$ cat src/design/sct_pkg.sv
`default_nettype none
package sct_pkg;

  localparam int ANGLE_FRAC_BITS  = 24;
  localparam int RESULT_FRAC_BITS = 30;
  localparam int WFRAC            = 30;

  // angle accumulator width: input range plus pi/2 plus the largest reduction step
  localparam int XW = 35;
  // polynomial operand and product widths
  localparam int UW  = 32;
  localparam int X2W = 34;
  localparam int PVW = 33;
  localparam int AW  = 35;
  localparam int BW  = 33;
  localparam int PW  = AW + BW;
  localparam int RW  = PW - WFRAC;

  // binary reduction: 2^RED_STEPS multiples of 2*pi cover the whole input range
  localparam int RED_STEPS = 30 - ANGLE_FRAC_BITS;
  localparam int STEP_W    = $clog2(RED_STEPS);
  localparam logic [STEP_W-1:0] STEP_LAST = STEP_W'(RED_STEPS - 1);

  localparam int U_SHIFT   = WFRAC - ANGLE_FRAC_BITS;
  localparam int OUT_SHIFT = WFRAC - RESULT_FRAC_BITS;

  localparam logic [63:0] PI_Q60 = 64'h3243F6A8885A308D;
  localparam logic [63:0] PI_A =
    (PI_Q60 + (64'd1 << (59 - ANGLE_FRAC_BITS))) >> (60 - ANGLE_FRAC_BITS);
  localparam logic [63:0] HALF_PI_A =
    (PI_Q60 + (64'd1 << (60 - ANGLE_FRAC_BITS))) >> (61 - ANGLE_FRAC_BITS);
  localparam logic [63:0] TWO_PI_A =
    (PI_Q60 + (64'd1 << (58 - ANGLE_FRAC_BITS))) >> (59 - ANGLE_FRAC_BITS);

  localparam logic signed [XW-1:0] PI_X      = PI_A[XW-1:0];
  localparam logic signed [XW-1:0] HALF_PI_X = HALF_PI_A[XW-1:0];
  localparam logic signed [XW-1:0] TWO_PI_X  = TWO_PI_A[XW-1:0];

  localparam logic signed [RW-1:0] ONE_W     = RW'(64'd1 << WFRAC);
  localparam logic signed [RW-1:0] REC6_W    = RW'(64'd178956971);
  localparam logic signed [RW-1:0] REC120_W  = RW'(64'd8947849);
  localparam logic signed [BW-1:0] REC5040_W = BW'(64'd213044);

  localparam logic signed [PW-1:0] RND_HALF    = PW'(64'd1 << (WFRAC - 1));
  localparam logic signed [PW-1:0] RND_HALF_M1 = PW'((64'd1 << (WFRAC - 1)) - 64'd1);

  localparam int OW = PVW + 2;
  localparam logic signed [OW-1:0] OUT_HALF = OW'((64'd1 << OUT_SHIFT) >> 1);
  localparam logic signed [OW-1:0] OUT_ADJ  = OW'((OUT_SHIFT > 0) ? 1 : 0);
  localparam logic signed [OW-1:0] SAT_MAX  = OW'(64'h7FFF_FFFF);
  localparam logic signed [OW-1:0] SAT_MIN  = -OW'(64'h7FFF_FFFF) - OW'(1);

  typedef enum logic [2:0] {
    S_IDLE,
    S_DIR,
    S_STEP,
    S_FINAL,
    S_ABS,
    S_MUL,
    S_RND,
    S_OUT
  } state_t;

  typedef enum logic [2:0] {
    PH_SQ,
    PH_P1,
    PH_P2,
    PH_P3,
    PH_R
  } phase_t;

  typedef struct packed {
    logic              load;
    logic              dir;
    logic              step;
    logic              fin;
    logic              absval;
    logic              mul;
    logic              rnd;
    logic              out_ld;
    logic [STEP_W-1:0] step_idx;
    phase_t            phase;
  } cmd_t;

endpackage
`default_nettype wire

$ cat src/design/sct_datapath.sv
`default_nettype none
module sct_datapath (
  input  wire logic                clk,
  input  wire sct_pkg::cmd_t       cmd,
  input  wire logic                action,
  input  wire logic signed [31:0]  angle,
  output logic signed [31:0]       value
);

  logic signed [sct_pkg::XW-1:0]  x;
  logic                           red_pos;
  logic                           red_neg;
  logic [sct_pkg::UW-1:0]         u;
  logic                           neg;
  logic [sct_pkg::X2W-1:0]        x2;
  logic signed [sct_pkg::PVW-1:0] p;
  logic signed [sct_pkg::PVW-1:0] r;
  logic signed [sct_pkg::PW-1:0]  prod;

  logic signed [sct_pkg::XW-1:0]  x_in;
  logic signed [sct_pkg::XW-1:0]  step_amt;
  logic signed [sct_pkg::XW-1:0]  cand;
  logic                           take;
  logic signed [sct_pkg::XW-1:0]  absx;
  logic signed [sct_pkg::AW-1:0]  mul_a;
  logic signed [sct_pkg::BW-1:0]  mul_b;
  logic signed [sct_pkg::PW-1:0]  rnd_full;
  logic signed [sct_pkg::RW-1:0]  rounded;
  logic signed [sct_pkg::RW-1:0]  p_calc;
  logic signed [sct_pkg::OW-1:0]  sres;
  logic signed [sct_pkg::OW-1:0]  ores;
  logic signed [31:0]             sat;

  always_comb begin
    x_in = sct_pkg::XW'(angle);
    if (action) begin
      x_in = x_in + sct_pkg::HALF_PI_X;
    end
  end

  // one binary-weighted multiple of 2*pi per step, kept only if the angle stays outside
  assign step_amt = sct_pkg::TWO_PI_X <<< cmd.step_idx;
  assign cand     = red_pos ? (x - step_amt) : (x + step_amt);
  assign take     = red_pos ? (cand > sct_pkg::PI_X) : (cand < -sct_pkg::PI_X);
  assign absx     = x[sct_pkg::XW-1] ? -x : x;

  always_comb begin
    mul_a = $signed({{(sct_pkg::AW-sct_pkg::UW){1'b0}}, u});
    mul_b = $signed({{(sct_pkg::BW-sct_pkg::UW){1'b0}}, u});
    case (cmd.phase)
      sct_pkg::PH_SQ: begin
        mul_a = $signed({{(sct_pkg::AW-sct_pkg::UW){1'b0}}, u});
        mul_b = $signed({{(sct_pkg::BW-sct_pkg::UW){1'b0}}, u});
      end
      sct_pkg::PH_P1: begin
        mul_a = $signed({{(sct_pkg::AW-sct_pkg::X2W){1'b0}}, x2});
        mul_b = sct_pkg::REC5040_W;
      end
      sct_pkg::PH_P2, sct_pkg::PH_P3: begin
        mul_a = $signed({{(sct_pkg::AW-sct_pkg::X2W){1'b0}}, x2});
        mul_b = p;
      end
      sct_pkg::PH_R: begin
        mul_a = $signed({{(sct_pkg::AW-sct_pkg::UW){1'b0}}, u});
        mul_b = p;
      end
      default: begin
        mul_a = '0;
        mul_b = '0;
      end
    endcase
  end

  // round to nearest, ties away from zero
  assign rnd_full = (prod + (prod[sct_pkg::PW-1] ? sct_pkg::RND_HALF_M1 : sct_pkg::RND_HALF))
                    >>> sct_pkg::WFRAC;
  assign rounded  = $signed(rnd_full[sct_pkg::RW-1:0]);

  always_comb begin
    case (cmd.phase)
      sct_pkg::PH_P1: p_calc = sct_pkg::REC120_W - rounded;
      sct_pkg::PH_P2: p_calc = sct_pkg::REC6_W - rounded;
      default:        p_calc = sct_pkg::ONE_W - rounded;
    endcase
  end

  always_comb begin
    sres = neg ? -sct_pkg::OW'(r) : sct_pkg::OW'(r);
    if (sres[sct_pkg::OW-1]) begin
      ores = (sres + sct_pkg::OUT_HALF - sct_pkg::OUT_ADJ) >>> sct_pkg::OUT_SHIFT;
    end else begin
      ores = (sres + sct_pkg::OUT_HALF) >>> sct_pkg::OUT_SHIFT;
    end
    if (ores > sct_pkg::SAT_MAX) begin
      sat = 32'sh7FFF_FFFF;
    end else if (ores < sct_pkg::SAT_MIN) begin
      sat = 32'sh8000_0000;
    end else begin
      sat = ores[31:0];
    end
  end

  always_ff @(posedge clk) begin
    if (cmd.load) begin
      x <= x_in;
    end
    if (cmd.dir) begin
      red_pos <= x > sct_pkg::PI_X;
      red_neg <= x < -sct_pkg::PI_X;
    end
    if (cmd.step && (red_pos || red_neg) && take) begin
      x <= cand;
    end
    if (cmd.fin) begin
      if (red_pos) begin
        x <= x - sct_pkg::TWO_PI_X;
      end else if (red_neg) begin
        x <= x + sct_pkg::TWO_PI_X;
      end
    end
    if (cmd.absval) begin
      neg <= x[sct_pkg::XW-1];
      u   <= sct_pkg::UW'(absx) << sct_pkg::U_SHIFT;
    end
    if (cmd.mul) begin
      prod <= mul_a * mul_b;
    end
    if (cmd.rnd) begin
      case (cmd.phase)
        sct_pkg::PH_SQ: x2 <= rounded[sct_pkg::X2W-1:0];
        sct_pkg::PH_R:  r  <= rounded[sct_pkg::PVW-1:0];
        default:        p  <= p_calc[sct_pkg::PVW-1:0];
      endcase
    end
    if (cmd.out_ld) begin
      value <= sat;
    end
  end

endmodule
`default_nettype wire

$ cat src/design/sct_ctrl.sv
`default_nettype none
module sct_ctrl (
  input  wire logic         clk,
  input  wire logic         rst,
  input  wire logic         in_valid,
  output logic              in_ready,
  output logic              out_valid,
  input  wire logic         out_ready,
  output sct_pkg::cmd_t     cmd
);

  sct_pkg::state_t                state;
  sct_pkg::state_t                state_next;
  logic [sct_pkg::STEP_W-1:0]     step_cnt;
  logic [sct_pkg::STEP_W-1:0]     step_cnt_next;
  sct_pkg::phase_t                phase;
  sct_pkg::phase_t                phase_next;
  logic                           out_valid_next;
  logic                           slot_free;

  assign slot_free = !out_valid || out_ready;

  always_comb begin
    state_next    = state;
    step_cnt_next = step_cnt;
    phase_next    = phase;
    unique case (state)
      sct_pkg::S_IDLE: begin
        if (in_valid) begin
          state_next = sct_pkg::S_DIR;
        end
      end
      sct_pkg::S_DIR: begin
        state_next    = sct_pkg::S_STEP;
        step_cnt_next = sct_pkg::STEP_LAST;
      end
      sct_pkg::S_STEP: begin
        if (step_cnt == '0) begin
          state_next = sct_pkg::S_FINAL;
        end else begin
          step_cnt_next = step_cnt - 1'b1;
        end
      end
      sct_pkg::S_FINAL: state_next = sct_pkg::S_ABS;
      sct_pkg::S_ABS: begin
        state_next = sct_pkg::S_MUL;
        phase_next = sct_pkg::PH_SQ;
      end
      sct_pkg::S_MUL: state_next = sct_pkg::S_RND;
      sct_pkg::S_RND: begin
        if (phase == sct_pkg::PH_R) begin
          state_next = sct_pkg::S_OUT;
        end else begin
          state_next = sct_pkg::S_MUL;
          phase_next = sct_pkg::phase_t'(phase + 3'd1);
        end
      end
      sct_pkg::S_OUT: begin
        if (slot_free) begin
          state_next = sct_pkg::S_IDLE;
        end
      end
      default: state_next = sct_pkg::S_IDLE;
    endcase
  end

  always_comb begin
    cmd            = '0;
    cmd.step_idx   = step_cnt;
    cmd.phase      = phase;
    in_ready       = 1'b0;
    out_valid_next = out_valid && !out_ready;
    unique case (state)
      sct_pkg::S_IDLE: begin
        in_ready = 1'b1;
        cmd.load = in_valid;
      end
      sct_pkg::S_DIR:   cmd.dir    = 1'b1;
      sct_pkg::S_STEP:  cmd.step   = 1'b1;
      sct_pkg::S_FINAL: cmd.fin    = 1'b1;
      sct_pkg::S_ABS:   cmd.absval = 1'b1;
      sct_pkg::S_MUL:   cmd.mul    = 1'b1;
      sct_pkg::S_RND:   cmd.rnd    = 1'b1;
      sct_pkg::S_OUT: begin
        if (slot_free) begin
          cmd.out_ld     = 1'b1;
          out_valid_next = 1'b1;
        end
      end
      default: ;
    endcase
  end

  always_ff @(posedge clk) begin
    if (rst) begin
      state     <= sct_pkg::S_IDLE;
      step_cnt  <= '0;
      phase     <= sct_pkg::PH_SQ;
      out_valid <= 1'b0;
    end else begin
      state     <= state_next;
      step_cnt  <= step_cnt_next;
      phase     <= phase_next;
      out_valid <= out_valid_next;
    end
  end

endmodule
`default_nettype wire

$ cat src/design/sine_cosine_taylor_approx_top.sv
`default_nettype none
// Sine or cosine of a signed Q8.24 angle (action 0 sine, 1 cosine) by a seventh-order
// Taylor polynomial, returned as signed Q2.30. The angle is folded into [-pi, pi] by a
// binary search over multiples of 2*pi (one add and compare per cycle), then the
// polynomial runs in nested form on one shared 35x33 multiplier, a multiply state and a
// round state per product for five products. The input is not ready again until the
// result is loaded, so a new angle is taken only after the last one has run through
// the six reduction steps and all five products. The result sits in an output register,
// so the next angle is taken while an earlier result still waits; a second result that
// finds the register still full holds, and the input with it.
module sine_cosine_taylor_approx_top (
  input  wire logic               clk,
  input  wire logic               rst,
  input  wire logic               in_valid,
  output logic                    in_ready,
  input  wire logic               action,
  input  wire logic signed [31:0] angle,
  output logic                    out_valid,
  input  wire logic               out_ready,
  output logic signed [31:0]      value
);

  sct_pkg::cmd_t cmd;

  sct_ctrl u_ctrl (
    .clk       (clk),
    .rst       (rst),
    .in_valid  (in_valid),
    .in_ready  (in_ready),
    .out_valid (out_valid),
    .out_ready (out_ready),
    .cmd       (cmd)
  );

  sct_datapath u_datapath (
    .clk    (clk),
    .cmd    (cmd),
    .action (action),
    .angle  (angle),
    .value  (value)
  );

  localparam logic signed [31:0] VALUE_BOUND =
    32'((64'd1 << sct_pkg::RESULT_FRAC_BITS) + (64'd1 << (sct_pkg::RESULT_FRAC_BITS - 3)));

  // one transaction in flight: acceptance closes the input until the result is loaded
  a_single_item: assert property (@(posedge clk) disable iff (rst)
    (in_valid && in_ready) |=> !in_ready)
    else $error("input accepted while a transaction is in progress");

  // the polynomial on [-pi, pi] never leaves about one in magnitude
  a_value_bound: assert property (@(posedge clk) disable iff (rst)
    out_valid |-> (value <= VALUE_BOUND) && (value >= -VALUE_BOUND))
    else $error("result magnitude out of range");

  // a new result is loaded only when the output slot is free
  a_no_overwrite: assert property (@(posedge clk) disable iff (rst)
    (out_valid && !out_ready) |=> $stable(value) || !out_valid)
    else $error("pending result overwritten");

endmodule
`default_nettype wire
$ cat config.mk
export PLATFORM = sky130hd
export DESIGN_NAME = sine_cosine_taylor_approx_top
export DESIGN_NICKNAME = d
export VERILOG_FILES = /design/src/design/sct_pkg.sv /design/src/design/sct_datapath.sv /design/src/design/sct_ctrl.sv /design/src/design/sine_cosine_taylor_approx_top.sv
export SDC_FILE = /design/constraint.sdc
export NUM_CORES = 2
export LEC_CHECK = 0
export ABC_AREA = 1
export BUFFER_PORTS_ARGS = -buffer_cell sky130_fd_sc_hd__buf_4
export CAP_MARGIN = 20
export CORE_MARGIN = 8
export CORE_UTILIZATION = 50
export CTS_CLUSTER_DIAMETER = 60
export DETAILED_ROUTE_END_ITERATION = 12
export GPL_TIMING_DRIVEN = 0
export PLACE_DENSITY_LB_ADDON = 0.2
export SETUP_SLACK_MARGIN = 0.15
export SYNTH_ARGS = -nofsm -noshare
export SYNTH_HDL_FRONTEND = slang
export SYNTH_SLANG_ARGS = --single-unit
$ cat constraint.sdc
create_clock -name clk -period 9.3 [get_ports clk]
set_input_delay 1.86 -clock clk [delete_from_list [all_inputs] [get_ports clk]]
set_output_delay 1.86 -clock clk [all_outputs]
set_load 0.005 [all_outputs]
==> run summary <==
status: finished clean
largest net degree at the start of global routing: 35
top routing layer used: met5
Final min period: 8.974 ns
number of hold buffers added after cts: 0
Hold/Removal Path Class: reg -> reg
Main synth FF type: edfxtp_1
fmax: 0.1114 GHz
Port Buffer Count: 69
reg-to-reg slack, setup: 0.33 ns
Total Neg Setup Slack: 0 ns
CP Capture Type: flip-flop
CP Launch Type: flip-flop
synthesized instance count: 8568
die area: 135700 um^2
post-DR vias/cell: 5.576
CP Capture Point: u_datapath.prod[58]$_DFFE_PP_
final max-slew violation count: 0
Post-Synthesis Net Count: 9987
synthesized area per cell: 7.243 um^2
I/O Pins: 71
Post-DRT Antenna Nets: 0
Congestion Overflow GR: 0
Max H-tree Level: 2
R2R depth: 37
Clock Latency Late Sink: 0.59 ns
Max stage delay on crit path: 0.57 ns
Critical Path Start: u_ctrl.phase[1]$_SDFFE_PP0P_
first-pass GRT wire length: 367900 um
Final GP Congestion: 1.065
Critical Path Slowest Stage Cell: fa_1
area delta synth->final: 11.00%
Clock Tree Buf Depth: 3
arrival time worst endpoint: 9.28 ns
Yosys reg bits: 271
fin nets: 10180
CP required: 9.61 ns
met1 wire length: 95140 um
ys async rst share: 0%
FF-to-FF Start: u_ctrl.phase[1]$_SDFFE_PP0P_
post-route clock skew: 0.02608 ns
crit share post-route: 96.49%
RSZ-0062 raised after global routing: false
initial antenna violation count: 10
final WL: 250800 um
Post-Syn Area: 62060 um^2
FP Rows: 129
Initial Utilization: 50.26%
overall global routing resource usage: 36.28%
DRC Markers: 0
DR iter-0 viols: 6533
yosys synthesis warning count: 0
first-pass detailed-route iteration total: 7
Post-synth EDFFs: 226
routed length on met3: 26330 um
Distinct cells, synth: 78
Least-Margin Pin Slew: 1.096 ns
critical path's most frequent cell: fa_1
hpwl dp: 209700 um
share of cells above drive strength 1: 8.788%
DR vias: 58140
Rel. slew slack: 26.71%
setup ws final: 0.3263 ns
Worst Path Max Fanout: 10
core area: 123500 um^2
via count of the first global-routing pass: 57590
Crit Path Category: reg -> reg
Num CTS Buffers: 36
final hold vios: 0
max cap viols: 0
routed wl met2: 109000 um
clock slew at reported path FFs: 0.06 ns
Placement Setup Slack: -2.431 ns
total clock sinks: 271
Die Span Y: 368.3 um
Die Wd: 368.3 um
Setup Viol. Count Final: 0
Root Driver: clkbuf_16
reg2reg end: u_datapath.prod[58]$_DFFE_PP_
sequential share of the synthesized area: 12.39%
Avg WL per Cell: 24.05 um
TritonCTS clock tree: built
==> cell usage in the layout (no fill, tap or decap), types with 20 or more instances in the layout <==
cell type / count
inv_2: 43
nor3_1: 77
nand2_4: 21
inv_1: 2011
dfxtp_1: 43
nand2_1: 2241
edfxtp_1: 226
fa_1: 975
nor3_2: 20
clkbuf_16: 38
nor2_2: 38
xnor2_1: 46
nand3_1: 354
a31oi_1: 33
o21ai_0: 209
o21ai_1: 22
clkbuf_1: 68
nor4_1: 25
a21oi_1: 236
clkbuf_4: 37
ha_1: 372
buf_12: 20
xor2_1: 145
buf_2: 20
nor2_1: 691
nand4_1: 95
buf_4: 174
nand2_2: 63
buf_6: 42
clkbuf_8: 28
clkbuf_2: 26
==> state kept, by name, summed over array words and instances, names as in the netlist <==
signal and flops:
u_datapath.u 26, u_datapath.neg 1, u_ctrl.phase 3, u_datapath.value 32
u_datapath.x 35, u_datapath.red_pos 1, u_ctrl.step_cnt 3, u_datapath.prod 65
u_ctrl.out_valid 1, u_datapath.x2 34, u_datapath.r 33, u_datapath.p 33
u_datapath.red_neg 1, u_ctrl.state 3
==> worst max-delay path, delay by kind of cell, from the launching register on <==
family,cells,cell delay [ns]
AND/OR/NAND/NOR,9,0.98
AO/OA/AOI/OAI,8,1.22
adder cells (fa/ha/maj),11,4.98
buffers and inverters,8,0.99
flip-flops,1,0.34
XOR/XNOR,1,0.16
==> timing repair <==
item                                    in CTS  in global routing
cloned                                       0                  1
pin swaps                                   17                 60
endpoints found under the setup margin      46                 32
resized for setup                          499                365
setup buffers                               22                 35
==> layer usage <==
| metal | vias to the layer above | global-route usage (%) |
|---|---|---|
| met5 | - | 0 |
| met4 | 6 | 22.35 |
| met3 | 789 | 8.426 |
| met2 | 3062 | 56.10 |
| met1 | 28280 | 46.05 |
| li1 | 26010 | - |
==> cells by family (layout without fill, tap and decap cells) <==
group                    count (synthesis)  in the layout  share of synthesized area, %
AND/OR/NAND/NOR                       3690           3690                         24.54
buffers and inverters                 2380           2597                         14.51
adder cells (fa/ha/maj)               1382           1382                         39.85
AO/OA/AOI/OAI                          647            647                         5.830
flip-flops                             271            271                         12.39
XOR/XNOR                               198            198                         2.885
other                                    0              5                             0
==> how the worst min path moves through the flow <==
| stage | end | startpoint | depth (start not counted) | slack [ns] |
|---|---|---|---|---|
| 2_1_floorplan | u_datapath.x[0]$_DFF_P_ | u_datapath.x[0]$_DFF_P_ | 3 | 0.50 |
| 3_3_place_gp | u_ctrl.phase[1]$_SDFFE_PP0P_ | u_ctrl.phase[1]$_SDFFE_PP0P_ | 2 | 0.53 |
| 3_5_place_dp | u_datapath.x2[33]$_DFFE_PP_ | u_datapath.prod[63]$_DFFE_PP_ | 1 | 0.54 |
| 4_1_cts | u_datapath.x2[33]$_DFFE_PP_ | u_datapath.prod[63]$_DFFE_PP_ | 1 | 0.55 |
| 5_1_grt | u_ctrl.phase[0]$_SDFFE_PP0P_ | u_ctrl.phase[0]$_SDFFE_PP0P_ | 2 | 0.55 |
| 6_report | u_ctrl.phase[0]$_SDFFE_PP0P_ | u_ctrl.phase[0]$_SDFFE_PP0P_ | 2 | 0.52 |
==> Yosys cell counts, drive strengths merged (2+ instances only) <==
cell	instances	share of area, %
nand2	2328	14
inv	2076	13
fa	991	32
nor2	739	4.6
ha	391	7.9
nand3	361	3.0
a21oi	258	2.1
o21ai	248	2.0
clkbuf	242	1.5
edfxtp	226	11
xor2	152	2.2
nor3	98	0.95
nand4	96	0.98
buf	49	0.40
xnor2	46	0.65
dfxtp	45	1.5
a31oi	36	0.36
nor4	28	0.29
o21bai	14	0.19
clkinv	13	0.079
or2	13	0.13
a21o	11	0.13
o211ai	11	0.13
nand3b	10	0.12
o21a	9	0.11
a21boi	8	0.10
and3	8	0.081
o22ai	8	0.081
o31ai	7	0.085
o221ai	6	0.085
and2	5	0.050
a211oi	4	0.048
a22oi	4	0.048
o2111ai	4	0.056
a221oi	3	0.042
nor3b	3	0.044
a2bb2oi	2	0.028
a41oi	2	0.028
o41ai	2	0.028
==> through the flow <==
stage / instances / utilization, % / instance area, um^2 / hold WS [ns]
floorplan: 8568 / - / 62060 / 0.4961
global placement: 10270 / 52.34 / 64630 / 0.5267
detailed placement: 10300 / 52.63 / 64990 / 0.5377
CTS: 10390 / 54.82 / 67690 / 0.5539
global route: 10420 / 55.78 / 68880 / 0.5492
finish: 10430 / 55.79 / 68890 / 0.5244
==> final cells by class <==
class	count	area [um^2]
well taps	1637	2048
flip-flops and latches	271	7690
multi-input cells	5917	46290
plain buffers	291	2242
inverters	2089	7928
clock buffers	39	912.1
repair buffers	151	1459
fillers	12000	54580
diodes	5	12.51
clock inverters	27	307.8
Power is left out: the tool's default activity adds up to more than one toggle a clock period on the data nets, which glitch-free logic cannot reach.
